`src/hdl/sbm_pkg.sv`:
```
// Shared types and constants for the battery monitor sequencer.
// Used by sbm_ctrl, sbm_datapath and the top level; depends on nothing.
package sbm_pkg;

  // Input action codes.
  localparam logic ACT_START  = 1'b0;
  localparam logic ACT_SAMPLE = 1'b1;

  // Configuration port.
  localparam int CFG_INDEX_W = 2;
  localparam int CFG_DATA_W  = 14;
  localparam logic [CFG_INDEX_W-1:0] REG_MAX_COMPARISONS  = 2'd0;
  localparam logic [CFG_INDEX_W-1:0] REG_STOP_MV          = 2'd1;
  localparam logic [CFG_INDEX_W-1:0] REG_REFERENCE_SELECT = 2'd2;
  localparam logic [CFG_INDEX_W-1:0] REG_BATTERY_MIN_MV   = 2'd3;

  // Register widths and reset values.
  localparam int MAXC_W   = 12;
  localparam int MV_CFG_W = 14;
  localparam int REFSEL_W = 2;
  localparam logic [MAXC_W-1:0]   MAXC_RESET    = 12'd60;
  localparam logic [MV_CFG_W-1:0] STOP_RESET    = 14'd1550;
  localparam logic [REFSEL_W-1:0] REFSEL_RESET  = 2'd0;
  localparam logic [MV_CFG_W-1:0] BATMIN_RESET  = 14'd1550;

  // Reference selector codes and reference voltages in millivolts.
  localparam logic [REFSEL_W-1:0] REFSEL_1200 = 2'd0;
  localparam logic [REFSEL_W-1:0] REFSEL_1800 = 2'd1;
  localparam logic [REFSEL_W-1:0] REFSEL_2400 = 2'd2;
  localparam int REF_W = 12;
  localparam logic [REF_W-1:0] REF_MV_1200 = 12'd1200;
  localparam logic [REF_W-1:0] REF_MV_1800 = 12'd1800;
  localparam logic [REF_W-1:0] REF_MV_2400 = 12'd2400;

  // Scaling: battery = 4017 * mv / 1000. The divide by 1000 is done as a
  // multiply by ceil(2^34 / 1000) and a shift; exact for products below 2^24.
  localparam int MV_W      = 12;
  localparam int SCALED_W  = 24;
  localparam logic [MV_W-1:0] BATT_SCALE = 12'd4017;
  localparam int RECIP_W   = 25;
  localparam logic [RECIP_W-1:0] RECIP_1000 = 25'd17179870;
  localparam int RECIP_SHIFT = 34;
  localparam int RECIP_PROD_W = SCALED_W + RECIP_W;
  localparam int BAT_W     = 14;

  // Comparison counter.
  localparam int COUNT_W = 13;
  localparam logic [COUNT_W-1:0] COUNT_MAX = '1;

  // Power source codes.
  localparam logic [1:0] SRC_NONE = 2'd0;
  localparam logic [1:0] SRC_USB  = 2'd1;
  localparam logic [1:0] SRC_BATT = 2'd2;
  localparam logic [1:0] SRC_BOTH = 2'd3;

  // Kinds of result item.
  localparam logic [1:0] OUT_ZERO = 2'd0;
  localparam logic [1:0] OUT_RUN  = 2'd1;
  localparam logic [1:0] OUT_DONE = 2'd2;

  // Commands from the controller to the datapath.
  typedef struct packed {
    logic       start;
    logic       sample;
    logic       restart;
    logic       finish;
    logic       load_out;
    logic [1:0] out_kind;
  } sbm_cmd_t;

  // Status from the datapath to the controller.
  typedef struct packed {
    logic measuring;
    logic conv_end;
    logic stop;
  } sbm_status_t;

endpackage

```
`src/hdl/sbm_ctrl.sv`:
```
// Controller state machine for the battery monitor sequencer.
// Depends on sbm_pkg; drives the datapath through sbm_cmd_t.
module sbm_ctrl (
  input  logic                 clk,
  input  logic                 rst,
  input  logic                 in_valid,
  output logic                 in_ready,
  input  logic                 action,
  output logic                 out_valid,
  input  logic                 out_ready,
  input  sbm_pkg::sbm_status_t status,
  output sbm_pkg::sbm_cmd_t    cmd
);
  import sbm_pkg::*;

  localparam logic [2:0] S_IDLE   = 3'd0;
  localparam logic [2:0] S_CHECK  = 3'd1;
  localparam logic [2:0] S_MUL1   = 3'd2;
  localparam logic [2:0] S_MUL2   = 3'd3;
  localparam logic [2:0] S_MUL3   = 3'd4;
  localparam logic [2:0] S_DECIDE = 3'd5;
  localparam logic [2:0] S_EMIT   = 3'd6;

  logic [2:0] state, state_next;
  logic [1:0] kind, kind_next;
  logic       accept;
  logic       out_free;

  assign in_ready = (state == S_IDLE);
  assign accept   = in_valid && in_ready;
  assign out_free = !out_valid || out_ready;

  // Next state, result kind and datapath commands.
  always_comb begin
    state_next   = state;
    kind_next    = kind;
    cmd          = '0;
    cmd.out_kind = kind;
    case (state)
      S_IDLE: begin
        if (accept) begin
          if (action == ACT_START) begin
            cmd.start  = 1'b1;
            kind_next  = OUT_RUN;
            state_next = S_EMIT;
          end else if (!status.measuring) begin
            kind_next  = OUT_ZERO;
            state_next = S_EMIT;
          end else begin
            cmd.sample = 1'b1;
            state_next = S_CHECK;
          end
        end
      end
      S_CHECK: begin
        if (status.conv_end) begin
          state_next = S_MUL1;
        end else begin
          kind_next  = OUT_RUN;
          state_next = S_EMIT;
        end
      end
      S_MUL1: state_next = S_MUL2;
      S_MUL2: state_next = S_MUL3;
      S_MUL3: state_next = S_DECIDE;
      S_DECIDE: begin
        if (status.stop) begin
          cmd.finish = 1'b1;
          kind_next  = OUT_DONE;
        end else begin
          cmd.restart = 1'b1;
          kind_next   = OUT_RUN;
        end
        state_next = S_EMIT;
      end
      S_EMIT: begin
        if (out_free) begin
          cmd.load_out = 1'b1;
          state_next   = S_IDLE;
        end
      end
      default: state_next = S_IDLE;
    endcase
  end

  // State, result kind and output valid flag.
  always_ff @(posedge clk) begin
    if (rst) begin
      state     <= S_IDLE;
      kind      <= OUT_ZERO;
      out_valid <= 1'b0;
    end else begin
      state <= state_next;
      kind  <= kind_next;
      if (cmd.load_out) begin
        out_valid <= 1'b1;
      end else if (out_ready) begin
        out_valid <= 1'b0;
      end
    end
  end

endmodule

```
`src/hdl/sbm_datapath.sv`:
```
// Datapath of the battery monitor sequencer: configuration registers,
// search bounds, comparison counter, scaling pipeline and result register.
// Depends on sbm_pkg; controlled by sbm_ctrl through sbm_cmd_t.
module sbm_datapath #(
  parameter int THRESHOLD_BITS = 6
) (
  input  logic                                 clk,
  input  logic                                 rst,
  input  logic                                 cfg_we,
  input  logic [sbm_pkg::CFG_INDEX_W-1:0]      cfg_index,
  input  logic [sbm_pkg::CFG_DATA_W-1:0]       cfg_data,
  input  logic                                 above,
  input  logic                                 usb_present,
  input  sbm_pkg::sbm_cmd_t                    cmd,
  output sbm_pkg::sbm_status_t                 status,
  output logic [THRESHOLD_BITS-1:0]            threshold,
  output logic                                 divider_on,
  output logic                                 measurement_done,
  output logic [sbm_pkg::BAT_W-1:0]            battery_mv,
  output logic [1:0]                           supply_kind,
  output logic [sbm_pkg::COUNT_W-1:0]          comparisons_used
);
  import sbm_pkg::*;

  localparam logic [THRESHOLD_BITS-1:0] TH_MAX = '1;

  // Configuration registers.
  logic [MAXC_W-1:0]   max_comparisons;
  logic [MV_CFG_W-1:0] stop_mv;
  logic [REFSEL_W-1:0] reference_select;
  logic [MV_CFG_W-1:0] battery_min_mv;

  // Search state.
  logic [THRESHOLD_BITS-1:0] low_bound;
  logic [THRESHOLD_BITS-1:0] high_bound;
  logic [THRESHOLD_BITS-1:0] best_threshold;
  logic [COUNT_W-1:0]        comparison_count;
  logic                      measuring;
  logic                      usb_latched;

  // Scaling pipeline.
  logic [REF_W-1:0]                ref_mv;
  logic [REF_W+THRESHOLD_BITS-1:0] prod_ref;
  logic [SCALED_W-1:0]             prod_scale;
  logic [RECIP_PROD_W-1:0]         prod_recip;
  logic [BAT_W-1:0]                battery;

  logic [THRESHOLD_BITS:0]   mid_sum;
  logic [THRESHOLD_BITS-1:0] midpoint;
  logic [1:0]                source;

  // Midpoint of the current bounds, rounded up.
  assign mid_sum  = {1'b0, low_bound} + {1'b0, high_bound} + 1'b1;
  assign midpoint = mid_sum[THRESHOLD_BITS:1];

  // Reference voltage for the selected comparator reference.
  always_comb begin
    case (reference_select)
      REFSEL_1200: ref_mv = REF_MV_1200;
      REFSEL_1800: ref_mv = REF_MV_1800;
      REFSEL_2400: ref_mv = REF_MV_2400;
      default:     ref_mv = '0;
    endcase
  end

  // Supply classification from the latched USB flag and the battery level.
  always_comb begin
    if (usb_latched) begin
      source = ({2'b00, battery} < {2'b00, battery_min_mv}) ? SRC_USB : SRC_BOTH;
    end else begin
      source = ({2'b00, battery} >= {2'b00, battery_min_mv}) ? SRC_BATT : SRC_NONE;
    end
  end

  // Status towards the controller.
  assign status.measuring = measuring;
  assign status.conv_end  = !(high_bound > low_bound);
  assign status.stop      = (comparison_count >= {1'b0, max_comparisons}) ||
                            ((stop_mv != '0) && (battery >= stop_mv));

  // Configuration writes.
  always_ff @(posedge clk) begin
    if (rst) begin
      max_comparisons  <= MAXC_RESET;
      stop_mv          <= STOP_RESET;
      reference_select <= REFSEL_RESET;
      battery_min_mv   <= BATMIN_RESET;
    end else if (cfg_we) begin
      case (cfg_index)
        REG_MAX_COMPARISONS:  max_comparisons  <= cfg_data[MAXC_W-1:0];
        REG_STOP_MV:          stop_mv          <= cfg_data[MV_CFG_W-1:0];
        REG_REFERENCE_SELECT: reference_select <= cfg_data[REFSEL_W-1:0];
        REG_BATTERY_MIN_MV:   battery_min_mv   <= cfg_data[MV_CFG_W-1:0];
        default: ;
      endcase
    end
  end

  // Binary search bounds, comparison counter and measurement flags.
  always_ff @(posedge clk) begin
    if (rst) begin
      low_bound        <= '0;
      high_bound       <= TH_MAX;
      best_threshold   <= '0;
      comparison_count <= '0;
      measuring        <= 1'b0;
      usb_latched      <= 1'b0;
    end else begin
      if (cmd.start) begin
        usb_latched      <= usb_present;
        measuring        <= 1'b1;
        comparison_count <= '0;
        low_bound        <= '0;
        high_bound       <= TH_MAX;
        best_threshold   <= '0;
      end else if (cmd.sample) begin
        if (above) begin
          low_bound      <= midpoint;
          best_threshold <= midpoint;
        end else begin
          high_bound <= midpoint - 1'b1;
        end
        if (comparison_count != COUNT_MAX) begin
          comparison_count <= comparison_count + 1'b1;
        end
      end else if (cmd.restart) begin
        low_bound      <= '0;
        high_bound     <= TH_MAX;
        best_threshold <= '0;
      end else if (cmd.finish) begin
        measuring <= 1'b0;
      end
    end
  end

  // Scaling pipeline: ref * best, then * 4017, then the divide by 1000.
  always_ff @(posedge clk) begin
    prod_ref   <= ref_mv * best_threshold;
    prod_scale <= BATT_SCALE * prod_ref[THRESHOLD_BITS +: MV_W];
    prod_recip <= prod_scale * RECIP_1000;
    battery    <= prod_recip[RECIP_SHIFT +: BAT_W];
  end

  // Result register.
  always_ff @(posedge clk) begin
    if (cmd.load_out) begin
      case (cmd.out_kind)
        OUT_RUN: begin
          threshold        <= midpoint;
          divider_on       <= 1'b1;
          measurement_done <= 1'b0;
          battery_mv       <= '0;
          supply_kind      <= SRC_NONE;
          comparisons_used <= comparison_count;
        end
        OUT_DONE: begin
          threshold        <= '0;
          divider_on       <= 1'b0;
          measurement_done <= 1'b1;
          battery_mv       <= battery;
          supply_kind      <= source;
          comparisons_used <= comparison_count;
        end
        default: begin
          threshold        <= '0;
          divider_on       <= 1'b0;
          measurement_done <= 1'b0;
          battery_mv       <= '0;
          supply_kind      <= SRC_NONE;
          comparisons_used <= '0;
        end
      endcase
    end
  end

endmodule

```
`src/hdl/sar_battery_monitor_sequencer_top.sv`:
```
// Top level of the successive-approximation battery monitor sequencer.
// Depends on sbm_pkg, sbm_ctrl and sbm_datapath.
//
// Usage: an input item with action 0 starts a measurement, latches
// usb_present and returns the first comparator threshold with divider_on
// set. Each following item with action 1 carries the comparator output for
// that threshold and returns the next threshold, or, once the comparison
// budget is used up or the stop level is reached, a result with
// measurement_done, battery_mv and supply_kind. Comparator items while no
// measurement runs return an all-zero result. Every input item gives one
// result item.
// One item is handled at a time. After acceptance the controller goes to EMIT
// for a start or an ignored item, through CHECK to EMIT for a comparison inside
// a conversion and through CHECK, MUL1 to MUL3 and DECIDE, while the four-stage
// scaling pipeline fills, to EMIT for one that ends a conversion. out_valid and
// in_ready rise together as the result is loaded. A new item is accepted while
// the previous result still waits in the output register; a stalled receiver
// holds the block only when a second result is ready. Reset clears the search
// state and loads the register defaults. The user must write configuration
// through cfg_we only while no item is in flight; the block does not check it.
module sar_battery_monitor_sequencer_top #(
  parameter int THRESHOLD_BITS = 6
) (
  input  logic                             clk,
  input  logic                             rst,
  input  logic                             cfg_we,
  input  logic [sbm_pkg::CFG_INDEX_W-1:0]  cfg_index,
  input  logic [sbm_pkg::CFG_DATA_W-1:0]   cfg_data,
  input  logic                             in_valid,
  output logic                             in_ready,
  input  logic                             action,
  input  logic                             above,
  input  logic                             usb_present,
  output logic                             out_valid,
  input  logic                             out_ready,
  output logic [THRESHOLD_BITS-1:0]        threshold,
  output logic                             divider_on,
  output logic                             measurement_done,
  output logic [sbm_pkg::BAT_W-1:0]        battery_mv,
  output logic [1:0]                       supply_kind,
  output logic [sbm_pkg::COUNT_W-1:0]      comparisons_used
);
  import sbm_pkg::*;

  sbm_cmd_t    cmd;
  sbm_status_t status;

  // Sequencing of items and results.
  sbm_ctrl u_ctrl (
    .clk       (clk),
    .rst       (rst),
    .in_valid  (in_valid),
    .in_ready  (in_ready),
    .action    (action),
    .out_valid (out_valid),
    .out_ready (out_ready),
    .status    (status),
    .cmd       (cmd)
  );

  // Search, scaling and result registers.
  sbm_datapath #(
    .THRESHOLD_BITS (THRESHOLD_BITS)
  ) u_datapath (
    .clk              (clk),
    .rst              (rst),
    .cfg_we           (cfg_we),
    .cfg_index        (cfg_index),
    .cfg_data         (cfg_data),
    .above            (above),
    .usb_present      (usb_present),
    .cmd              (cmd),
    .status           (status),
    .threshold        (threshold),
    .divider_on       (divider_on),
    .measurement_done (measurement_done),
    .battery_mv       (battery_mv),
    .supply_kind      (supply_kind),
    .comparisons_used (comparisons_used)
  );

endmodule

```
`config.mk`:
```
export PLATFORM = sky130hd
export DESIGN_NAME = sar_battery_monitor_sequencer_top
export DESIGN_NICKNAME = d
export VERILOG_FILES = /design/src/hdl/sbm_pkg.sv /design/src/hdl/sbm_ctrl.sv /design/src/hdl/sbm_datapath.sv /design/src/hdl/sar_battery_monitor_sequencer_top.sv
export SDC_FILE = /design/constraint.sdc
export NUM_CORES = 1
export LEC_CHECK = 0
export BUFFER_PORTS_ARGS = -buffer_cell sky130_fd_sc_hd__buf_2
export CAP_MARGIN = 20
export CORE_UTILIZATION = 58
export DETAILED_ROUTE_END_ITERATION = 6
export HOLD_SLACK_MARGIN = 0.12
export PLACE_DENSITY = 0.82
export SLEW_MARGIN = 20
export SYNTH_ARGS = -nofsm -noshare
export SYNTH_HDL_FRONTEND = slang
export SYNTH_HIERARCHICAL = 1
export SYNTH_SLANG_ARGS = --single-unit
```
`constraint.sdc`:
```
create_clock -name clk -period 9.7 [get_ports clk]
set_input_delay 0.97 -clock clk [delete_from_list [all_inputs] [get_ports clk]]
set_output_delay 0.97 -clock clk [all_outputs]
set_load 0.01 [all_outputs]
```
==> out/summary.txt <==
CP peak stage delay: 770 ps
Final Cycle Share: 0.6662
Total core area: 33780 sq um
Vias in the first global route: 14858
Commonest cells after routing, fill and taps aside: 514 x inv_1, 407 x ha_1, 252 x fa_1
Mapped Avg Cell Area: 9.775 sq um
Setup CP Type: reg -> reg
Yosys warnings: 6
Total Die Area: 35300 sq um
Max Clk Rate: 154.8 MHz
Worst Path Required: 10030 ps
Routed len/inst: 17.02 microns
Synth area leaders: ha_1 25%, fa_1 25%, dfxtp_1 14%
Area of the multi-input gates: 14110 sq um
Fin. max-slew vios: 0
First-pass DRT Iterations: 7
Utilization after layout: 0.6355
CP max stage cell: dfxtp_1
Cells after Synth: 2050
Min-delay src: u_datapath/prod_recip[37]
WHS Endpoint: u_datapath/battery[3]
Fill cells: 2581
Die W: 187.9 microns
Synthesized area: 20040 sq um
Clock transition at path regs: 80 ps
R2R depth: 20
Synth Register Bits: 176
WHS: 326.7 ps
Power per standard cell area: 82.67 nW/um^2
Post-synth EDFFs: 37
Number of remaining DRC errors: 0
Vias post-DR: 14050
Initial drt markers: 790
RSZ-0062 raised after global routing: no
Non-Filler Instances: 2574
Synth Flop Type: dfxtp_1
CTS tree: built
Class of the tightest hold or removal check: reg -> reg
Largest net degree at the start of global routing: 54
Crit start category: flip-flop
Synth Net Count: 2733
CP Cell Sequence: fa_1 > inv_1 > fa_1 > inv_1 > ha_1 > fa_1 > fa_1 > fa_1 > inv_1 > fa_1 > inv_1 > ha_1 > nand4_1 > or2_2 > nor2_1 > o2111a_2 > nor3_4 > o311ai_0 > o211ai_1 > xnor2_1
Detailed Route WL: 43.81 mm
Initial antenna violation count: 1
Seq/Total Area, Yosys: 0.1943
Pwr Total: 1.775 mW
Gr usage total: 0.2602
Peak supply drop: 0.1275 mV
Synth cell types: 76
Setup-failing EPs final: 0
CP dominant cell by count: fa_1
Postcts setup bufs: 0
Slew margin rel.: 0.3756
Hold path cells: 0
Global-route wire length before repair: 73.48 mm
Clock skew: 17.95 ps
Crit. End Element: flip-flop
Clock buffer depth: 2
Cells after DPL: 2538
# hold bufs at CTS: 0
Tmin final: 6462 ps
Global placement routability congestion: 0.9276
MaxCap Viol Count: 0
Post-route ant nets: 0
Slew @ Worst Pin: 936.6 ps
Grt total ovfl: 0
Synth area leader: ha_1
Critical Path AT: 6790 ps
Most common cell after layout, fill and taps aside: inv_1
CTS sink cnt: 176
Initial Util: 0.5931
Post-synth ARST share: 0
Flop2flop setup slack: 3240 ps
Critical path peak fanout: 11
Resized cells post-CTS: 0
Synth top area share: 0.2541
Drt via density: 5.458
Nets: 2793
Cell row count: 67
Hold violation total from the final report: 0
Worst-Skew Late Latency: 440 ps
Layout cell share with drive strength beyond 1: 0.05652
Area post-placement: 20810 sq um
Reg-to-Reg Start: u_datapath/prod_scale[20]
Clk root buf: clkbuf_16
DP Worst Slack: 3198 ps
CTS Buf Count: 17
CTS H-Tree Depth: 4
Register Area: 3894 sq um
Total negative slack: 0 ps
Cell area after layout: 21470 sq um
Die height: 187.9 microns
Port Buffers: 62
Final worst-path setup slack: 3238 ps
LEAKAGE: 12.08 nW
Synthesis-to-finish area growth: 7.137%
Status: completed
Crit Reg-Reg Endpoint: u_datapath/prod_recip[41]
Placed wire-length estimate: 35.94 mm
I/O pin total: 63
## cells by family after synthesis
group | after synthesis | synth area share
flops | 176 | 0.1943
buf+inv | 538 | 0.1020
xor+xnor | 54 | 0.02360
simple gates | 357 | 0.08648
mux | 5 | 0.002498
compound gates | 261 | 0.08523
fa+ha+maj | 659 | 0.5059
## critical path: cells and delay by family (launching register included)
family                   cells  cell delay (ps)
adder cells (fa/ha/maj)      8             3630
AO/OA/AOI/OAI                3              840
flip-flops                   1              770
AND/OR/NAND/NOR              4              690
buffers and inverters        4              270
XOR/XNOR                     1              150
## state kept, by name, indices dropped and copies added (netlist names), 3 cells and up
signal	flops
u_datapath/battery	14
u_datapath/stop_mv	14
u_datapath/prod_scale	24
u_datapath/comparisons_used	13
u_datapath/prod_ref	12
u_datapath/battery_min_mv	14
u_ctrl/state	3
u_datapath/best_threshold	6
u_datapath/high_bound	6
u_datapath/prod_recip	14
u_datapath/comparison_count	13
u_datapath/max_comparisons	12
u_datapath/battery_mv	14
u_datapath/threshold	6
## power by group
group,internal (mW),total (mW),switching [mW]
clock,0.357,0.715,0.357
combinational,0.103,0.262,0.159
sequential,0.773,0.798,0.0252
total,1.23,1.77,0.542
## how the worst max path moves through the flow
stage	start	endpoint	slack, ps	depth (start not counted)
after floorplan	u_datapath/prod_scale[19]	u_datapath/prod_recip[41]	3880	20
after global routing	u_datapath/prod_scale[22]	u_datapath/prod_recip[41]	2780	22
after CTS	u_datapath/prod_scale[22]	u_datapath/prod_recip[41]	3180	22
final	u_datapath/prod_scale[20]	u_datapath/prod_recip[41]	3240	20
after detailed placement	u_datapath/prod_scale[22]	u_datapath/prod_recip[41]	3200	22
after global placement	u_datapath/prod_scale[22]	u_datapath/prod_recip[41]	3270	22
## layout make-up
type	count	share of cell area
Timing Repair Buffer	64	0.01574
Clock buffer	17	0.01982
Multi-Input combinational cell	1336	0.6572
Antenna cell	3	0.0003497
Clock inverter	15	0.009383
Inverter	515	0.09005
Sequential cell	176	0.1814
Tap cell	448	0.02611
## per-layer routing
| layer | wire (microns) | up-vias | GRT usage |
|---|---|---|---|
| li1 | - | 6691 | - |
| met1 | 19700 | 6884 | 0.3535 |
| met2 | 20350 | 406 | 0.4242 |
| met3 | 3017 | 67 | 0.05652 |
| met4 | 727 | 2 | 0.06129 |
| met5 | 13 | - | 0 |
## cell usage after synthesis (all sizes together) (3+ instances only)
cell type,count
a211oi,5
clkbuf,17
o311ai,3
nor2b,25
a31oi,8
fa,252
a2111oi,3
a21oi,103
ha,407
o41ai,3
nor3,23
o22ai,4
inv,515
a211o,15
nand3b,4
nand3,19
a21o,26
nor2,87
dfxtp,139
o211ai,5
o21ai,37
buf,6
o21bai,14
mux2i,5
nand2,120
or3,11
nand2b,4
edfxtp,37
o21a,11
or2,5
nand4,13
and2,30
nor4,5
xnor2,37
xor2,17
Note: power is estimated with default switching activity, not from simulation.
